**src/csvq_pkg.sv**
```systemverilog
package csvq_pkg;

    localparam int UNIT_W = 16;
    localparam int CFG_IDX_W = 2;

    typedef logic [UNIT_W-1:0] unit_t;

    // register indexes on the configuration port
    localparam logic [CFG_IDX_W-1:0] CFG_QUOTE = 2'd0;
    localparam logic [CFG_IDX_W-1:0] CFG_FIELD_DELIM = 2'd1;
    localparam logic [CFG_IDX_W-1:0] CFG_LINE_DELIM = 2'd2;

    localparam unit_t QUOTE_RESET = 16'd34;
    localparam unit_t FIELD_DELIM_RESET = 16'd44;
    localparam unit_t LINE_DELIM_RESET = 16'd10;

    typedef struct packed {
        unit_t quote_char;
        unit_t field_delim_char;
        unit_t line_delim_char;
    } cfg_t;

    typedef struct packed {
        logic  inside_quotes;
        logic  quote_seen;
        logic  field_is_quoted;
        logic  at_field_start;
        logic  row_has_text;
        logic  held_valid;
        unit_t held_unit;
        logic  drop_next_quote;
    } state_t;

    typedef struct packed {
        unit_t field_unit;
        logic  unit_valid;
        logic  field_done;
        logic  row_done;
    } result_t;

    localparam state_t STATE_RESET = '{
        inside_quotes:   1'b0,
        quote_seen:      1'b0,
        field_is_quoted: 1'b0,
        at_field_start:  1'b1,
        row_has_text:    1'b0,
        held_valid:      1'b0,
        held_unit:       '0,
        drop_next_quote: 1'b0
    };

endpackage

```
**src/csvq_if.sv**
```systemverilog
interface csvq_text_if;
    import csvq_pkg::*;

    logic  valid;
    logic  ready;
    unit_t text_unit;
    logic  end_of_text;

    modport source (output valid, output text_unit, output end_of_text, input ready);
    modport sink (input valid, input text_unit, input end_of_text, output ready);
endinterface

interface csvq_result_if;
    import csvq_pkg::*;

    logic  valid;
    logic  ready;
    unit_t field_unit;
    logic  unit_valid;
    logic  field_done;
    logic  row_done;

    modport source (output valid, output field_unit, output unit_valid,
                    output field_done, output row_done, input ready);
    modport sink (input valid, input field_unit, input unit_valid,
                  input field_done, input row_done, output ready);
endinterface

```
**src/csvq_cfg.sv**
```systemverilog
module csvq_cfg (
    input  logic                             clk,
    input  logic                             rst_n,
    input  logic                             cfg_we,
    input  logic [csvq_pkg::CFG_IDX_W-1:0]   cfg_index,
    input  logic [csvq_pkg::UNIT_W-1:0]      cfg_data,
    output csvq_pkg::cfg_t                   cfg
);
    import csvq_pkg::*;

    cfg_t cfg_reg;

    always_ff @(posedge clk or negedge rst_n)
    begin
        if (!rst_n)
        begin
            cfg_reg.quote_char       <= QUOTE_RESET;
            cfg_reg.field_delim_char <= FIELD_DELIM_RESET;
            cfg_reg.line_delim_char  <= LINE_DELIM_RESET;
        end
        else if (cfg_we)
        begin
            case (cfg_index)
                CFG_QUOTE:       cfg_reg.quote_char       <= cfg_data;
                CFG_FIELD_DELIM: cfg_reg.field_delim_char <= cfg_data;
                CFG_LINE_DELIM:  cfg_reg.line_delim_char  <= cfg_data;
                default:         ;
            endcase
        end
    end

    assign cfg = cfg_reg;

endmodule

```
**src/csvq_step.sv**
```systemverilog
module csvq_step (
    input  csvq_pkg::cfg_t                cfg,
    input  csvq_pkg::state_t              state,
    input  logic [csvq_pkg::UNIT_W-1:0]   text_unit,
    input  logic                          end_of_text,
    output csvq_pkg::state_t              state_next,
    output csvq_pkg::result_t             result
);
    import csvq_pkg::*;

    typedef struct packed {
        state_t  st;
        result_t res;
    } step_t;

    // held unit goes out through the doubled-quote collapse
    function automatic step_t release_held(step_t x, unit_t q);
        step_t y;
        y = x;
        if (x.st.held_valid)
        begin
            if (x.st.held_unit == q)
            begin
                if (x.st.drop_next_quote)
                    y.st.drop_next_quote = 1'b0;
                else
                begin
                    y.res.field_unit = x.st.held_unit;
                    y.res.unit_valid = 1'b1;
                    y.st.drop_next_quote = 1'b1;
                end
            end
            else
            begin
                y.res.field_unit = x.st.held_unit;
                y.res.unit_valid = 1'b1;
                y.st.drop_next_quote = 1'b0;
            end
            y.st.held_valid = 1'b0;
            y.st.held_unit = '0;
        end
        return y;
    endfunction

    function automatic step_t take_content(step_t x, unit_t u, unit_t q);
        step_t y;
        y = x;
        y.st.at_field_start = 1'b0;
        if (x.st.field_is_quoted)
        begin
            y = release_held(y, q);
            y.st.held_unit = u;
            y.st.held_valid = 1'b1;
        end
        else
        begin
            y.res.field_unit = u;
            y.res.unit_valid = 1'b1;
        end
        return y;
    endfunction

    function automatic state_t clear_field(state_t s);
        state_t t;
        t = STATE_RESET;
        t.row_has_text = s.row_has_text;
        return t;
    endfunction

    step_t w;

    always_comb
    begin
        w.st = state;
        w.res = '0;
        if (end_of_text)
        begin
            if (state.row_has_text)
            begin
                if (state.field_is_quoted && state.inside_quotes)
                    w = release_held(w, cfg.quote_char);
                w.res.field_done = 1'b1;
                w.res.row_done = 1'b1;
            end
            w.st = clear_field(w.st);
            w.st.row_has_text = 1'b0;
        end
        else
        begin
            w.st.row_has_text = 1'b1;
            if (w.st.inside_quotes)
            begin
                if (w.st.quote_seen)
                begin
                    if (text_unit != cfg.quote_char)
                        w.st.inside_quotes = 1'b0;
                    w.st.quote_seen = 1'b0;
                end
                else if (text_unit == cfg.quote_char)
                    w.st.quote_seen = 1'b1;
            end
            if (w.st.inside_quotes)
                w = take_content(w, text_unit, cfg.quote_char);
            else if (text_unit == cfg.field_delim_char || text_unit == cfg.line_delim_char)
            begin
                w.res.field_done = 1'b1;
                if (text_unit != cfg.field_delim_char)
                begin
                    w.res.row_done = 1'b1;
                    w.st.row_has_text = 1'b0;
                end
                w.st = clear_field(w.st);
            end
            else if (text_unit == cfg.quote_char)
            begin
                w.st.inside_quotes = 1'b1;
                w.st.quote_seen = 1'b0;
                if (w.st.at_field_start)
                begin
                    w.st.field_is_quoted = 1'b1;
                    w.st.at_field_start = 1'b0;
                end
                else
                    w = take_content(w, text_unit, cfg.quote_char);
            end
            else
                w = take_content(w, text_unit, cfg.quote_char);
        end
    end

    assign state_next = w.st;
    assign result = w.res;

endmodule

```
**src/csv_quoted_field_tokenizer.sv**
```systemverilog
// Channel   Dir  Beat payload
// text      in   text_unit[15:0], end_of_text
// tokens    out  field_unit[15:0], unit_valid, field_done, row_done
// cfg_*     in   write enable, index (0 quote, 1 field delim, 2 line delim), data
//
// One beat in per cycle and one beat out per cycle while tokens.ready stays high; a result beat
// passes from the input register through the parse step into the result register.
// The parse state loop (one compare set plus the quote collapse) is combinational into state_reg.
// rst_n clears the pipeline, parse state and delimiter registers to their defaults.
// A stall on tokens backs up through the input register; text.ready drops only
// when both stages are full and tokens.ready is low.
module csv_quoted_field_tokenizer (
    input  logic                             clk,
    input  logic                             rst_n,
    csvq_text_if.sink                        text,
    csvq_result_if.source                    tokens,
    input  logic                             cfg_we,
    input  logic [csvq_pkg::CFG_IDX_W-1:0]   cfg_index,
    input  logic [csvq_pkg::UNIT_W-1:0]      cfg_data
);
    import csvq_pkg::*;

    cfg_t    cfg;
    state_t  state_reg;
    state_t  state_next;
    result_t result_next;
    result_t result_reg;
    unit_t   in_unit_reg;
    logic    in_eot_reg;
    logic    in_valid_reg;
    logic    out_valid_reg;
    logic    out_take;
    logic    advance;
    logic    in_take;

    csvq_cfg u_cfg (
        .clk       (clk),
        .rst_n     (rst_n),
        .cfg_we    (cfg_we),
        .cfg_index (cfg_index),
        .cfg_data  (cfg_data),
        .cfg       (cfg)
    );

    csvq_step u_step (
        .cfg         (cfg),
        .state       (state_reg),
        .text_unit   (in_unit_reg),
        .end_of_text (in_eot_reg),
        .state_next  (state_next),
        .result      (result_next)
    );

    assign out_take   = !out_valid_reg || tokens.ready;
    assign advance    = in_valid_reg && out_take;
    assign text.ready = !in_valid_reg || out_take;
    assign in_take    = text.valid && text.ready;

    always_ff @(posedge clk or negedge rst_n)
    begin
        if (!rst_n)
        begin
            in_valid_reg  <= 1'b0;
            out_valid_reg <= 1'b0;
            state_reg     <= STATE_RESET;
        end
        else
        begin
            if (in_take)
                in_valid_reg <= 1'b1;
            else if (advance)
                in_valid_reg <= 1'b0;
            if (out_take)
                out_valid_reg <= in_valid_reg;
            if (advance)
                state_reg <= state_next;
        end
    end

    always_ff @(posedge clk)
    begin
        if (in_take)
        begin
            in_unit_reg <= text.text_unit;
            in_eot_reg  <= text.end_of_text;
        end
        if (advance)
            result_reg <= result_next;
    end

    assign tokens.valid      = out_valid_reg;
    assign tokens.field_unit = result_reg.field_unit;
    assign tokens.unit_valid = result_reg.unit_valid;
    assign tokens.field_done = result_reg.field_done;
    assign tokens.row_done   = result_reg.row_done;

endmodule

```
**src/flat_wrapper.sv**
```systemverilog
// flat-port wrapper written by rule: the top's interface ports become plain ports
module csv_quoted_field_tokenizer_flat import csvq_pkg::*;
  (clk, rst_n, cfg_we, cfg_index, cfg_data, text_valid, text_text_unit, text_end_of_text, text_ready, tokens_valid, tokens_field_unit, tokens_unit_valid, tokens_field_done, tokens_row_done, tokens_ready);
  csvq_text_if text_i ();
  csvq_result_if tokens_i ();
  input  logic clk;
  input  logic rst_n;
  input  logic cfg_we;
  input  logic [csvq_pkg::CFG_IDX_W-1:0] cfg_index;
  input  logic [csvq_pkg::UNIT_W-1:0] cfg_data;
  input wire logic [$bits(text_i.valid)-1:0] text_valid;
  input wire logic [$bits(text_i.text_unit)-1:0] text_text_unit;
  input wire logic [$bits(text_i.end_of_text)-1:0] text_end_of_text;
  output wire logic [$bits(text_i.ready)-1:0] text_ready;
  output wire logic [$bits(tokens_i.valid)-1:0] tokens_valid;
  output wire logic [$bits(tokens_i.field_unit)-1:0] tokens_field_unit;
  output wire logic [$bits(tokens_i.unit_valid)-1:0] tokens_unit_valid;
  output wire logic [$bits(tokens_i.field_done)-1:0] tokens_field_done;
  output wire logic [$bits(tokens_i.row_done)-1:0] tokens_row_done;
  input wire logic [$bits(tokens_i.ready)-1:0] tokens_ready;
  assign text_i.valid = text_valid;
  assign text_i.text_unit = text_text_unit;
  assign text_i.end_of_text = text_end_of_text;
  assign text_ready = text_i.ready;
  assign tokens_valid = tokens_i.valid;
  assign tokens_field_unit = tokens_i.field_unit;
  assign tokens_unit_valid = tokens_i.unit_valid;
  assign tokens_field_done = tokens_i.field_done;
  assign tokens_row_done = tokens_i.row_done;
  assign tokens_i.ready = tokens_ready;
  csv_quoted_field_tokenizer u_core (.clk(clk), .rst_n(rst_n), .text(text_i), .tokens(tokens_i), .cfg_we(cfg_we), .cfg_index(cfg_index), .cfg_data(cfg_data));
endmodule
```
**config.mk**
```make
export PLATFORM = sky130hd
export DESIGN_NAME = csv_quoted_field_tokenizer_flat
export DESIGN_NICKNAME = d
export VERILOG_FILES = /design/src/csvq_pkg.sv /design/src/csvq_if.sv /design/src/csvq_cfg.sv /design/src/csvq_step.sv /design/src/csv_quoted_field_tokenizer.sv /design/src/flat_wrapper.sv
export SDC_FILE = /design/constraint.sdc
export NUM_CORES = 1
export LEC_CHECK = 0
export BUFFER_PORTS_ARGS = -buffer_cell sky130_fd_sc_hd__buf_4
export CAP_MARGIN = 10
export CORE_ASPECT_RATIO = 0.6
export CORE_MARGIN = 10
export CORE_UTILIZATION = 35
export DETAILED_ROUTE_END_ITERATION = 8
export GPL_TIMING_DRIVEN = 0
export PLACE_DENSITY = 0.61
export SETUP_SLACK_MARGIN = 0.3
export SYNTH_ARGS = -nofsm -noshare
export SYNTH_HDL_FRONTEND = slang
export SYNTH_HIERARCHICAL = 1
export SYNTH_SLANG_ARGS = --single-unit
```
**constraint.sdc**
```tcl
create_clock -name clk -period 5.5 [get_ports clk]
set_input_delay 0.275 -clock clk [delete_from_list [all_inputs] [get_ports clk]]
set_output_delay 0.275 -clock clk [all_outputs]
set_load 0.05 [all_outputs]
```
==> flow_summary.ini <==
[power_and_ir_drop]
power.density_nw_per_um2 = 295
leakage_nw = 2.71
peakVddDrop_mv = 0.132

[worst_setup_path]
cp_max_fo = 10
slowest_stage = nor4_1
crit_family = simple AND/OR/NAND/NOR gates
critical_path_required_ns = 5.73
startpoint_type = flip-flop
worst-r2r-setup-slack_ns = 2.11
rr_endpoint = u_core/state_reg[12]
critPathKind = flip-flop to flip-flop
slowest_delay_ns = 0.89
cp.depth = 8
arrival_ns = 3.62
path_buf_inv = 1
r2r_cells = 8
worstPathCellList = xor2_1 -> nor4_1 -> and4_1 -> a211oi_2 -> o2111a_2 -> buf_4 -> o221a_2 -> mux2_4
timing.rr.start = u_core/in_unit_reg[1]
crit_path_end_kind = flip-flop

[clock_tree]
postCtsResizedCells = 0
cts_buffers = 9
clk_latency_ns = 0.36
cts.path.max_buffers = 2
cts_sinks = 109
postCtsSetupBuffers = 0
tritoncts = done
clkTransAtPathRegs_ns = 0.07
root_buffer = clkbuf_16
hold_buffers = 0
ctsHtreeMaxLevel = 3

[die]
fp.dieH_um = 120
die_w_um = 187
pin_count = 61
start_util_pct = 36.0
num_rows = 36
core_um2 = 16400
fp.dieArea_um2 = 22500

[global_routing]
antenna_found_initial = 0
grtUsageTotal_pct = 14.5
grt_max_degree = 74
grt_overflow = 0
grt_pass1_wl_um = 25800
first_global_vias = 4344

[synth]
yosys_warnings = 6
syn-cell-area_um2 = 5880
syn_avg_cell_area_um2 = 12.4
synth_ff_type = dfrtp_1
syn_nets = 515
synth_top_area_share_pct = 27.7
ys_types = 46
postSynth.asyncResetShare_pct = 67.0
ys_top_cells_by_area = dfrtp_1 28%, edfxtp_1 18%, mux2_2 10%
ys_ff_latch = 109
syn_inst = 475
synth_edf_count = 36
yosysSeqAreaShare_pct = 49.6
yosysTopAreaCell = dfrtp_1

[sta]
final.setup.tns_ns = 0
finalHoldViolCount = 0
worst_pin_slew_ns = 1.11
setup_viol = 0
period_needed_ns = 3.39
fmaxAchievable_ghz = 0.295
slew_headroom_pct = 25.5
drv_slew = 0
final.period_utilization_pct = 61.6
finClkSkew_ns = 0.0154
rsz0062_at_grt = no

[placed_design]
gp_congestion = 0.887
hpwl_um = 12700
place.port_buffers = 60

[layout]
utilization_pct = 42.2
drive_above_1_share_pct = 34.7
nets = 586
area_growth_pct = 17.4
n_antenna_cell = 0
largest_register_ffs = 48

[detailed_routing]
drtIter0Drc = 388
vias = 4316
via_per_inst = 5.54
firstDrtPassIters = 5
drc = 0
wl_per_cell_um = 21.4
wl_um = 16700
ant_nets = 0

[job]
maxCapViolations = 0

[status]
status = complete, no violations

[min_path]
hold_path.class = input port to async pin
## worst register-to-register path, stage by stage (launching register included)
cell      delay [ns]
edfxtp_1        0.53
xor2_1          0.22
nor4_1          0.89
and4_1          0.40
a211oi_2        0.12
o2111a_2        0.39
buf_4           0.21
o221a_2         0.26
mux2_4          0.26
## area by class of cell
class,instances,area [µm²]
buffer,31,160
clock inverter,7,62.6
tap,228,285
inverter,22,82.6
timing repair buffer,60,450
fill,1558,9450
multi-input combinational,313,2720
sequential,109,2920
clock buffer,9,225
## Yosys cell counts (8+ instances only)
cell type and number:
dfstp_2 8, clkbuf_1 20, o211ai_1 18, and3_1 17
dfrtp_1 65, inv_1 22, o2111ai_1 16, a211oi_1 16
mux2_2 52, o221a_2 16, xor2_1 32, mux2_4 19
xnor2_1 32, nor4_1 8, edfxtp_1 36, nand2_1 8
nand3_1 35, nand4_1 11
## report_power, final
| part | switching, mW | leakage (nW) | total [mW] | internal [mW] |
|---|---|---|---|---|
| Sequential | 0.0848 | 1.25 | 1.03 | 0.943 |
| Combinational | 0.190 | 1.32 | 0.361 | 0.171 |
| Clock | 0.325 | 0.141 | 0.644 | 0.320 |
| Total | 0.600 | 2.71 | 2.03 | 1.43 |
## worst max-delay path by stage
stage	from	to	slack, ns
3_3_place_gp	u_core/in_unit_reg[1]	u_core/state_reg[16]	2.33
6_report	u_core/in_unit_reg[1]	u_core/state_reg[12]	2.11
3_5_place_dp	u_core/in_unit_reg[1]	u_core/state_reg[16]	2.27
5_1_grt	u_core/in_unit_reg[1]	u_core/state_reg[12]	2.10
4_1_cts	u_core/in_unit_reg[1]	u_core/state_reg[12]	2.23
2_1_floorplan	u_core/u_cfg/cfg[33]	u_core/state_reg[15]	3.06
## metrics by stage
| stage | hold slack (ns) | setup slack (ns) | total power, mW | std cells | area, µm² |
|---|---|---|---|---|---|
| after floorplan | -0.0206 | 3.06 | 1.27 | 475 | 5880 |
| after global placement | 0.454 | 2.33 | 1.39 | 763 | 6610 |
| after detailed placement | 0.454 | 2.27 | 1.40 | 763 | 6610 |
| after CTS | 0.0880 | 2.23 | 2.05 | 779 | 6900 |
| after global routing | 0.0787 | 2.10 | 2.13 | 779 | 6900 |
| final | 0.0584 | 2.11 | 2.03 | 779 | 6900 |
## per-layer routing
| metal | part of all wire, % | track usage, % | up-vias |
|---|---|---|---|
| li1 | - | - | 1944 |
| met1 | 51 | 22.7 | 2190 |
| met2 | 41 | 19.5 | 163 |
| met3 | 6.9 | 3.65 | 19 |
| met4 | 0.84 | 2.51 | 0 |
| met5 | 0 | 0 | - |
## cell usage in the layout, fill, tap and decap left out, types with 9 or more instances in the layout
cell type | Yosys | routed
clkbuf_16 | 0 | 9
o2111ai_1 | 16 | 16
and3_1 | 17 | 17
o221a_2 | 16 | 16
edfxtp_1 | 36 | 36
mux2_4 | 19 | 19
xor2_1 | 32 | 32
nand4_1 | 11 | 11
inv_1 | 22 | 22
nand3_1 | 35 | 35
clkbuf_1 | 20 | 20
mux2_2 | 52 | 52
a211oi_1 | 16 | 16
o211ai_1 | 18 | 18
dfrtp_1 | 65 | 65
buf_4 | 2 | 62
xnor2_1 | 32 | 32
## cells by family after synthesis
family	count (synthesis)	synth area share, %
compound gates	80	11.6
simple gates	98	10.3
flops	109	49.6
buf+inv	53	4.13
xor+xnor	64	9.54
mux	71	14.8
No activity file was read; power rests on OpenSTA's default activity.
